**config.mk**
```make
export PLATFORM = sky130hd
export DESIGN_NAME = multi_frame_request_validator
export DESIGN_NICKNAME = d
export VERILOG_FILES = /design/src/sv/mfrv_pkg.sv /design/src/sv/multi_frame_request_validator.sv /design/src/sv/mfrv_in_stage.sv /design/src/sv/mfrv_frame_track.sv /design/src/sv/mfrv_out_stage.sv
export SDC_FILE = /design/constraint.sdc
export NUM_CORES = 1
export LEC_CHECK = 0
export ABC_AREA = 1
export BUFFER_PORTS_ARGS = -buffer_cell sky130_fd_sc_hd__buf_4
export CAP_MARGIN = 20
export CORE_ASPECT_RATIO = 0.9
export CORE_MARGIN = 2
export CORE_UTILIZATION = 50
export DETAILED_ROUTE_END_ITERATION = 8
export HOLD_SLACK_MARGIN = 0.06
export PLACE_DENSITY = 0.68
export SLEW_MARGIN = 20
export SYNTH_ARGS = -nofsm -noshare
export SYNTH_HDL_FRONTEND = slang
export SYNTH_HIERARCHICAL = 1
export SYNTH_SLANG_ARGS = --single-unit
export TNS_END_PERCENT = 30
```
**constraint.sdc**
```tcl
create_clock -name clk -period 3.9 [get_ports clk]
set_clock_uncertainty 0.05 [all_clocks]
set_input_delay 0.78 -clock clk [delete_from_list [all_inputs] [get_ports clk]]
set_output_delay 0.78 -clock clk [all_outputs]
set_load 0.03 [all_outputs]
```
**src/sv/mfrv_pkg.sv**
```systemverilog
// ----------------------------------------------------------------------------
// Multi-frame request validator package
// Field widths, header layout constants and the input item type.
// ----------------------------------------------------------------------------
package mfrv_pkg;

  localparam int BYTE_W       = 8;
  localparam int ID_W         = 16;
  localparam int COUNT_W      = 16;
  localparam int HEADER_W     = 32;
  // Sub-frame positions are kept modulo 4096.
  localparam int POS_W        = 12;
  localparam int HEADER_BYTES = 4;

  // One input item as it sits in the input register.
  typedef struct packed {
    logic [BYTE_W-1:0] data_byte;
    logic              last_byte;
  } in_item_t;

endpackage

```
**src/sv/multi_frame_request_validator.sv**
```systemverilog
// A frame's last byte yields its result item via the input register and the result register.
// Throughput: one byte item per cycle; the sub-frame chain tracker between the
// input register and the result register does one byte's update each cycle.
// A result stalled at the output holds back only a following last byte.
// Reset (rst, synchronous): clears frame state, the register and both stages.
// ----------------------------------------------------------------------------
// Multi-frame request validator
// Checks frame ID, sub-frame count and sub-frame lengths against frame size.
// ----------------------------------------------------------------------------
module multi_frame_request_validator #(
  parameter int MAX_FRAME_BYTES = 1024,
  parameter int LEN_W           = 11
) (
  input  logic                         clk,
  input  logic                         rst,
  // Configuration write channel.
  input  logic                         cfg_valid,
  output logic                         cfg_ready,
  input  logic [mfrv_pkg::ID_W-1:0]    expected_frame_id,
  // Byte input channel.
  input  logic                         in_valid,
  output logic                         in_ready,
  input  logic [mfrv_pkg::BYTE_W-1:0]  data_byte,
  input  logic                         last_byte,
  // Verdict output channel.
  output logic                         out_valid,
  input  logic                         out_ready,
  output logic                         frame_valid,
  output logic [mfrv_pkg::COUNT_W-1:0] payload_count,
  output logic [LEN_W-1:0]             frame_length
);

  logic [mfrv_pkg::ID_W-1:0]    frame_id_reg;
  mfrv_pkg::in_item_t           in_item;
  mfrv_pkg::in_item_t           item;
  logic                         item_valid;
  logic                         advance;
  logic                         fire;
  logic                         res_valid;
  logic                         res_frame_valid;
  logic [mfrv_pkg::COUNT_W-1:0] res_payload_count;
  logic [LEN_W-1:0]             res_frame_length;

  // Configuration register.
  assign cfg_ready = 1'b1;

  always_ff @(posedge clk) begin
    if (rst) begin
      frame_id_reg <= '0;
    end else if (cfg_valid && cfg_ready) begin
      frame_id_reg <= expected_frame_id;
    end
  end

  assign in_item.data_byte = data_byte;
  assign in_item.last_byte = last_byte;

  // A held item moves on unless it would produce a result into a full output.
  assign advance = !(item.last_byte && out_valid && !out_ready);
  assign fire    = item_valid && advance;

  mfrv_in_stage u_in_stage (
    .clk        (clk),
    .rst        (rst),
    .in_valid   (in_valid),
    .in_ready   (in_ready),
    .in_item    (in_item),
    .advance    (advance),
    .item_valid (item_valid),
    .item       (item)
  );

  mfrv_frame_track #(
    .MAX_FRAME_BYTES (MAX_FRAME_BYTES),
    .LEN_W           (LEN_W)
  ) u_frame_track (
    .clk               (clk),
    .rst               (rst),
    .fire              (fire),
    .item              (item),
    .expected_frame_id (frame_id_reg),
    .res_valid         (res_valid),
    .res_frame_valid   (res_frame_valid),
    .res_payload_count (res_payload_count),
    .res_frame_length  (res_frame_length)
  );

  mfrv_out_stage #(
    .LEN_W (LEN_W)
  ) u_out_stage (
    .clk               (clk),
    .rst               (rst),
    .res_valid         (res_valid),
    .res_frame_valid   (res_frame_valid),
    .res_payload_count (res_payload_count),
    .res_frame_length  (res_frame_length),
    .out_valid         (out_valid),
    .out_ready         (out_ready),
    .frame_valid       (frame_valid),
    .payload_count     (payload_count),
    .frame_length      (frame_length)
  );

endmodule

```
**src/sv/mfrv_in_stage.sv**
```systemverilog
// ----------------------------------------------------------------------------
// Input stage
// Registers one accepted byte item and holds it until the tracker takes it.
// ----------------------------------------------------------------------------
module mfrv_in_stage (
  input  logic              clk,
  input  logic              rst,
  input  logic              in_valid,
  output logic              in_ready,
  input  mfrv_pkg::in_item_t in_item,
  input  logic              advance,
  output logic              item_valid,
  output mfrv_pkg::in_item_t item
);

  // The register can take a new item when empty or when its item moves on.
  assign in_ready = !item_valid || advance;

  // Valid flag of the input register.
  always_ff @(posedge clk) begin
    if (rst) begin
      item_valid <= 1'b0;
    end else if (in_valid && in_ready) begin
      item_valid <= 1'b1;
    end else if (advance) begin
      item_valid <= 1'b0;
    end
  end

  // Payload of the input register.
  always_ff @(posedge clk) begin
    if (in_valid && in_ready) begin
      item <= in_item;
    end
  end

endmodule

```
**src/sv/mfrv_frame_track.sv**
```systemverilog
// ----------------------------------------------------------------------------
// Frame tracker
// Follows the header and sub-frame chain byte by byte and forms the verdict
// on the last byte of a frame.
// ----------------------------------------------------------------------------
module mfrv_frame_track #(
  parameter int MAX_FRAME_BYTES = 1024,
  parameter int LEN_W           = 11
) (
  input  logic                            clk,
  input  logic                            rst,
  input  logic                            fire,
  input  mfrv_pkg::in_item_t              item,
  input  logic [mfrv_pkg::ID_W-1:0]       expected_frame_id,
  output logic                            res_valid,
  output logic                            res_frame_valid,
  output logic [mfrv_pkg::COUNT_W-1:0]    res_payload_count,
  output logic [LEN_W-1:0]                res_frame_length
);

  localparam int CMP_W = (LEN_W > mfrv_pkg::POS_W) ? LEN_W : mfrv_pkg::POS_W;

  // Frame state.
  logic [LEN_W-1:0]                 byte_position;
  logic [mfrv_pkg::HEADER_W-1:0]    header_bytes;
  logic [mfrv_pkg::POS_W-1:0]       next_length_position;
  logic [mfrv_pkg::COUNT_W-1:0]     subframe_index;
  logic [mfrv_pkg::POS_W-1:0]       expected_length;
  logic                             expected_known;
  logic                             length_overflow;

  logic [LEN_W-1:0]                 byte_position_next;
  logic [mfrv_pkg::HEADER_W-1:0]    header_bytes_next;
  logic [mfrv_pkg::POS_W-1:0]       next_length_position_next;
  logic [mfrv_pkg::COUNT_W-1:0]     subframe_index_next;
  logic [mfrv_pkg::POS_W-1:0]       expected_length_next;
  logic                             expected_known_next;
  logic                             length_overflow_next;

  logic [mfrv_pkg::COUNT_W-1:0]     count_old;
  logic [mfrv_pkg::COUNT_W-1:0]     count_new;
  logic [CMP_W-1:0]                 pos_ext;
  logic [CMP_W:0]                   end_full;
  logic                             length_hit;
  logic [CMP_W-1:0]                 len_ext;
  logic                             id_match;
  logic                             verdict;

  assign count_old  = header_bytes[mfrv_pkg::HEADER_W-1 -: mfrv_pkg::COUNT_W];
  assign pos_ext    = CMP_W'(byte_position);
  assign end_full   = (CMP_W+1)'(pos_ext) + (CMP_W+1)'(item.data_byte) + (CMP_W+1)'(1);
  assign length_hit = (pos_ext == CMP_W'(next_length_position)) &&
                      (subframe_index < count_old);

  // Update of the frame state for the byte in hand.
  always_comb begin
    byte_position_next        = byte_position;
    header_bytes_next         = header_bytes;
    next_length_position_next = next_length_position;
    subframe_index_next       = subframe_index;
    expected_length_next      = expected_length;
    expected_known_next       = expected_known;
    length_overflow_next      = length_overflow;
    if (byte_position < LEN_W'(MAX_FRAME_BYTES)) begin
      if (byte_position < LEN_W'(mfrv_pkg::HEADER_BYTES)) begin
        case (byte_position[1:0])
          2'd0:    header_bytes_next[7:0]   = item.data_byte;
          2'd1:    header_bytes_next[15:8]  = item.data_byte;
          2'd2:    header_bytes_next[23:16] = item.data_byte;
          default: header_bytes_next[31:24] = item.data_byte;
        endcase
      end else if (length_hit) begin
        // A length byte: the next one sits just past this sub-frame's data.
        if (subframe_index == count_old - mfrv_pkg::COUNT_W'(1)) begin
          expected_length_next = end_full[mfrv_pkg::POS_W-1:0];
          expected_known_next  = 1'b1;
        end
        next_length_position_next = end_full[mfrv_pkg::POS_W-1:0];
        subframe_index_next       = subframe_index + mfrv_pkg::COUNT_W'(1);
      end
      byte_position_next = byte_position + LEN_W'(1);
    end else begin
      length_overflow_next = 1'b1;
    end
  end

  // Verdict from the state as it stands after this byte.
  assign count_new = header_bytes_next[mfrv_pkg::HEADER_W-1 -: mfrv_pkg::COUNT_W];
  assign len_ext   = CMP_W'(byte_position_next);
  assign id_match  = (header_bytes_next[mfrv_pkg::ID_W-1:0] == expected_frame_id);

  always_comb begin
    verdict = 1'b0;
    if (!length_overflow_next && id_match &&
        (byte_position_next >= LEN_W'(mfrv_pkg::HEADER_BYTES))) begin
      if (count_new == '0) begin
        verdict = (byte_position_next == LEN_W'(mfrv_pkg::HEADER_BYTES));
      end else begin
        verdict = expected_known_next && (len_ext == CMP_W'(expected_length_next));
      end
    end
  end

  assign res_valid         = fire && item.last_byte;
  assign res_frame_valid   = verdict;
  assign res_payload_count = count_new;
  assign res_frame_length  = byte_position_next;

  // Frame state registers; reset or the last byte of a frame clears them.
  always_ff @(posedge clk) begin
    if (rst || (fire && item.last_byte)) begin
      byte_position        <= '0;
      header_bytes         <= '0;
      next_length_position <= mfrv_pkg::POS_W'(mfrv_pkg::HEADER_BYTES);
      subframe_index       <= '0;
      expected_length      <= '0;
      expected_known       <= 1'b0;
      length_overflow      <= 1'b0;
    end else if (fire) begin
      byte_position        <= byte_position_next;
      header_bytes         <= header_bytes_next;
      next_length_position <= next_length_position_next;
      subframe_index       <= subframe_index_next;
      expected_length      <= expected_length_next;
      expected_known       <= expected_known_next;
      length_overflow      <= length_overflow_next;
    end
  end

endmodule

```
**src/sv/mfrv_out_stage.sv**
```systemverilog
// ----------------------------------------------------------------------------
// Output stage
// Result register that holds one verdict item until the sink takes it.
// ----------------------------------------------------------------------------
module mfrv_out_stage #(
  parameter int LEN_W = 11
) (
  input  logic                         clk,
  input  logic                         rst,
  input  logic                         res_valid,
  input  logic                         res_frame_valid,
  input  logic [mfrv_pkg::COUNT_W-1:0] res_payload_count,
  input  logic [LEN_W-1:0]             res_frame_length,
  output logic                         out_valid,
  input  logic                         out_ready,
  output logic                         frame_valid,
  output logic [mfrv_pkg::COUNT_W-1:0] payload_count,
  output logic [LEN_W-1:0]             frame_length
);

  // Valid flag: set by a new result, cleared when the item is taken.
  always_ff @(posedge clk) begin
    if (rst) begin
      out_valid <= 1'b0;
    end else if (res_valid) begin
      out_valid <= 1'b1;
    end else if (out_ready) begin
      out_valid <= 1'b0;
    end
  end

  // Result payload.
  always_ff @(posedge clk) begin
    if (res_valid) begin
      frame_valid   <= res_frame_valid;
      payload_count <= res_payload_count;
      frame_length  <= res_frame_length;
    end
  end

endmodule

```
* Yosys cells after proc, flatten, opt, wreduce, memory -nomap -nowiden
Index checks and enable logic that the tools add are counted.
Word-level totals: memory bits (read-only) 0, bits in latches 0, logic and storage cells 74, register bits after elaboration 140, memories kept 0, RAM bits 0, input port bits 30
Operators by class: magnitude comparators 4, bitwise operators 1, equal/unequal tests 8, shift-type cells 0, add/sub/neg operators 5, div/mod/pow operators 0, reduce and logical (&&, ||, !) cells 20, multipliers 0, muxes and demuxes 21
Operators with widths (number):
- $mux W32 | 2
- $mux W12 | 4
- $eq A16 B16 Y1 | 2
- $mux W8 | 4
- $eq A11 B12 Y1 | 2
- $add A16 B1 Y16 const B | 1
- $logic_not A16 Y1 | 1
- $lt A16 B16 Y1 | 1
- $sub A16 B1 Y16 const B | 1
- $add A11 B8 Y12 | 1
- $add A12 B1 Y12 const B | 1
- $add A11 B1 Y11 const B | 1
- $eq A11 B3 Y1 const B | 1
- $ge A11 B3 Y1 const B | 1
- $lt A11 B11 Y1 const B | 1
- $lt A11 B3 Y1 const B | 1
- $mux W11 | 1
- $mux W1 | 10
- $logic_and A1 B1 Y1 | 9
- $logic_not A1 Y1 | 4
- $reduce_and A4 Y1 | 1
- $reduce_or A3 Y1 | 1
- $eq A2 B1 Y1 const B | 1
- $eq A2 B2 Y1 const B | 1
- 5 further kinds | 6

* Depth between registers and ports, before layout
depth after elaboration 9, depth in mapped cells 23, depth with buffers taken out 23

* Modules after synthesis
Netlist, hierarchy kept.
Modules (own cells, without submodules):
- mfrv_frame_track | cells an instance 986, area each 6333.6 um^2, times used 1
- mfrv_out_stage | cells an instance 33, area each 880.8 um^2, times used 1
- multi_frame_request_validator | cells an instance 108, area each 700.7 um^2, times used 1
- mfrv_in_stage | cells an instance 15, area each 317.8 um^2, times used 1

* Worst setup path before layout
Ideal clock, no wire load.
kind input to register, start point input port out_ready, end point register u_frame_track/expected_length[8] (netlist bit), buffers on the path 3, library setup time 132 ps, data required time 3718 ps, slack 1142 ps, stages 10, arrival time 2576 ps, path through nor2_1 > nor2_1 > buf_2 > nand2_1 > inv_1 > nor2_1 > inv_1 > clkbuf_1 > clkbuf_1 > nor3_1
On the way: word-level cells in the longest chain between the ends 6
RTL lines:
- from (decl) | RTL line multi_frame_request_validator.sv:27 | input logic out_ready,
- $logic_not A1 Y1 | RTL line multi_frame_request_validator.sv:59 | assign advance = !(item.last_byte && out_valid && !out_ready);
- $logic_and A1 B1 Y1 | RTL line multi_frame_request_validator.sv:59
- $logic_not A1 Y1 | RTL line multi_frame_request_validator.sv:59
- $logic_and A1 B1 Y1 | RTL line multi_frame_request_validator.sv:60 | assign fire = item_valid && advance;
- net fire | RTL line multi_frame_request_validator.sv:38 | logic fire;
- $logic_and A1 B1 Y1
- net res_valid | RTL line multi_frame_request_validator.sv:39 | logic res_valid;
- $logic_or A1 B1 Y1 | RTL line mfrv_frame_track.sv:111 | if (rst || (fire && item.last_byte)) begin
- to (signal assigned) | RTL line mfrv_frame_track.sv:124 | expected_length <= expected_length_next;
- to (decl) | RTL line mfrv_frame_track.sv:28 | logic [mfrv_pkg::POS_W-1:0] expected_length;
The timed path passes the listed nets, and every way through them passes these cells. A chain may end at the register's enable or synchronous reset.

* Worst setup path in the final report
start point register u_frame_track/header_bytes[19] (netlist bit), end point register u_out_stage.frame_valid (data pin)
On the way: word-level cells in the longest chain between the ends 9, elaborated cells between the ends (all ways) 19
RTL lines:
- from (decl) | RTL line mfrv_frame_track.sv:25 | logic [mfrv_pkg::HEADER_W-1:0] header_bytes;
- from (signal assigned) | RTL line mfrv_frame_track.sv:121 | header_bytes <= header_bytes_next;
- $sub A16 B1 Y16 | RTL line mfrv_frame_track.sv:74 | if (subframe_index == count_old - mfrv_pkg::COUNT_W'(1)) begin
- $eq A16 B16 Y1 | RTL line mfrv_frame_track.sv:74
- $mux W12 | RTL line mfrv_frame_track.sv:74
- $mux W12 | RTL line mfrv_frame_track.sv:72 | end else if (length_hit) begin
- $mux W12 | RTL line mfrv_frame_track.sv:65 | if (byte_position < LEN_W'(mfrv_pkg::HEADER_BYTES)) begin
- $mux W12 | RTL line mfrv_frame_track.sv:64 | if (byte_position < LEN_W'(MAX_FRAME_BYTES)) begin
- $eq A11 B12 Y1 | RTL line mfrv_frame_track.sv:99 | verdict = expected_known_next && (len_ext == CMP_W'(expected_length_next));
- $logic_and A1 B1 Y1 | RTL line mfrv_frame_track.sv:99
- $mux W1 * | RTL line mfrv_frame_track.sv:96 | if (count_new == '0) begin
- to (signal assigned) | RTL line mfrv_out_stage.sv:35 | frame_valid <= res_frame_valid;
- to (decl) | RTL line mfrv_out_stage.sv:16 | output logic frame_valid,
Every way passes the cells marked *; elsewhere a longest branch is shown, timed or not.

==> results.py <==
metrics = {
    "grt": {
        "grt_first_pass_wirelength_um": 34900,
        "grt_max_degree": 44,
        "antenna_found_initial": 0,
        "grtUsageTotal_pct": 25.0,
        "grt_pass1_vias": 6933,
        "grt_overflow": 0,
    },
    "yosys": {
        "yosys-mux-area-fraction_pct": 0,
        "ys_async_sr_fraction_pct": 0,
        "synthTopCellsByArea": "dfxtp_1 25%, edfxtp_1 13%, nand2_1 10%",
        "ys_warn_count": 6,
        "ys_ff_latch": 140,
        "synth_compound_area_share_pct": 14.6,
        "synth_ff_type": "dfxtp_1",
        "synth_top_area_cell": "dfxtp_1",
        "synth.net_count": 1203,
        "synth-edff-count": 37,
        "synth_area_um2": 8230,
        "synthCells": 1142,
        "seq_area_frac_synth_pct": 38.5,
        "yosysTopAreaCellShare_pct": 25.0,
        "synth-simple-area-share_pct": 26.5,
        "synth_fa_ha_area_share_pct": 4.80,
        "synth_top_family_by_area": "simple AND/OR/NAND/NOR gates",
        "synth_commonest_cells": "230 x nand2_1, 158 x inv_1, 122 x nor2_1",
        "yosysMostFrequentCell": "nand2_1",
        "synthXorXnorAreaFrac_pct": 3.72,
        "syn_avg_cell_area_um2": 7.21,
        "yosysUniqueCellTypes": 45,
    },
    "pwr": {
        "leakagePower_nw": 4.35,
        "vdd_ir_drop_max_mv": 0.318,
        "power_mw": 3.91,
        "power_density_nw_per_um2": 419,
    },
    "cts": {
        "clockBufferDepth": 2,
        "cts_resized": 0,
        "cts_buffers": 17,
        "cts_setup_buffers": 0,
        "cts_tree": "done",
        "postCtsHoldBufs": 0,
        "cts_sinks": 140,
        "cts.htree.levels": 4,
        "clk_latency_ns": 0.44,
        "cts_root_buf": "clkbuf_16",
        "clk_pin_slew_ns": 0.06,
    },
    "detailed_routing": {
        "drt_wl_total_um": 21600,
        "post_drt_wl_per_cell_um": 15.4,
        "drc_errors": 0,
        "routed-wl-met2_um": 9930,
        "wl_met3_um": 1400,
        "drtPass1Iterations": 6,
        "route.antenna.remaining_nets": 0,
        "wirelength_met1_um": 9560,
        "top_layer": "met4",
        "vias": 7485,
        "vias_per_cell": 5.34,
        "drtIter0Drc": 669,
    },
    "sta": {
        "hold_viol": 0,
        "setup-tns-final_ns": 0,
        "setup_viol_count_final": 0,
        "relSlewSlack_pct": 29.8,
        "fmax_ghz": 0.282,
        "holdWs_ns": 0.403,
        "period_needed_ns": 3.55,
        "rsz0062_at_grt": "false",
        "fin_crit_sh_pct": 91.1,
        "tightest_slew_ns": 1.05,
        "slew_violations": 0,
    },
    "worst_setup_path": {
        "crit_path_cell_trace": "inv_1, ha_1, a21oi_1, nand2_1, nand2_1, nand2_1, nand2_1, nand2_1, nor3_1, buf_4, nand4_1, nand2_1, nand2_1, nand2_1, nand2_1, nor2_1, nand2_1, nor2_1, nand2_1, a21oi_2",
        "cp.arrival_ns": 3.79,
        "path_class": "register to register",
        "cp.required_ns": 4.14,
        "start_kind": "register",
        "cpMostUsedCell": "nand2_1",
        "endpoint_kind": "register",
        "cp_max_fo": 11,
        "crit_path_top_delay_cell": "nand4_1",
        "cp_slowest_stage_delay_ns": 0.54,
    },
    "die": {
        "rows": 44,
        "fp.dieH_um": 126,
        "pin_count": 61,
        "core_area_um2": 16100,
        "die_area_um2": 17500,
        "fp.dieW_um": 139,
        "initial_core_util_pct": 51.0,
    },
    "placed_design": {
        "dp.cells": 1369,
        "routabilityCongestion": 0.926,
        "io_buffers": 59,
        "dp_hpwl_um": 16000,
    },
    "cells_and_area": {
        "synthToLayoutAreaGrowth_pct": 13.3,
        "finish.utilization_pct": 57.8,
        "largest_register_ffs": 32,
        "nNetsFinal": 1242,
        "antenna_cells": 0,
        "fin_cells": 1401,
        "drive_above_1_share_pct": 13.6,
        "top_register": "u_frame_track/header_bytes",
    },
    "job": {
        "cap_violations": 0,
    },
    "status": {
        "status": "complete, no violations",
    },
    "worst_hold_path": {
        "hp-class": "register to register",
    },
}
[cells by family after synthesis]
logic type | count (synthesis)
buffers and inverters | 224
and+or+nand+nor | 482
xor gates and xnor gates | 35
DFF | 140
AOI/OAI and AO/OA | 229
adders and majority gates | 31
other | 1
[routing by layer]
layer | GRT usage (%) | vias up
met5 | 0 | -
met4 | 9.92 | 0
met3 | 5.86 | 45
met2 | 40.2 | 251
met1 | 32.8 | 3419
li1 | - | 3770
[worst paths after layout]
| kind | end | cells after the start | from | slack, ns |
|---|---|---|---|---|
| hold / removal | u_frame_track/expected_length[11] | 2 | u_frame_track/expected_length[11] | 0.40 |
| setup / recovery | u_out_stage/frame_valid | 20 | u_frame_track/header_bytes[19] | 0.35 |
| setup reg to reg | u_out_stage/frame_valid | 20 | u_frame_track/header_bytes[19] | 0.35 |
| hold reg to reg | u_frame_track/expected_length[11] | 2 | u_frame_track/expected_length[11] | 0.40 |
[per-stage QoR]
| step | worst slack, ns | instance area, um^2 |
|---|---|---|
| after floorplan | 1.14 | 8230 |
| after global placement | 0.629 | 8740 |
| after detailed placement | 0.499 | 8740 |
| after CTS | 0.385 | 9330 |
| after global routing | 0.0245 | 9330 |
| final | 0.348 | 9330 |
[layout make-up]
| class | count | area, um^2 |
|---|---|---|
| timing repair buffer | 73 | 561 |
| sequential | 140 | 3170 |
| tap | 207 | 259 |
| fill | 1557 | 6800 |
| clock buffer | 21 | 493 |
| multi-input combinational | 778 | 4100 |
| inverter | 171 | 646 |
| clock inverter | 11 | 93.8 |
[power by group]
group | switching [mW] | total [mW] | internal, mW
Combinational | 0.470 | 0.696 | 0.225
Sequential | 0.0485 | 1.60 | 1.55
Clock | 0.685 | 1.61 | 0.925
[layout by cell type, fill, tap and decap left out, types with 5 or more instances in the layout]
cell type / count
nand2_1: 230
inv_1: 158
nor2_1: 120
dfxtp_1: 103
a21oi_1: 103
o21ai_0: 95
buf_4: 72
nand3_1: 44
edfxtp_1: 37
ha_1: 30
nand4_1: 23
xor2_1: 22
clkbuf_16: 19
xnor2_1: 13
nand2_2: 12
nor2_2: 11
nor3_1: 11
a211oi_1: 10
nor2_4: 9
inv_2: 9
o21ai_1: 8
inv_6: 7
nor4_1: 7
nand4_2: 5
[worst max-delay path: cells and delay by family, from the launching register on]
family	cells	cell delay, ns
buf+inv	2	0.38
fa+ha+maj	1	0.34
simple gates	15	1.87
compound gates	2	0.28
flops	1	0.47
Note: power is estimated with default switching activity, not from simulation.
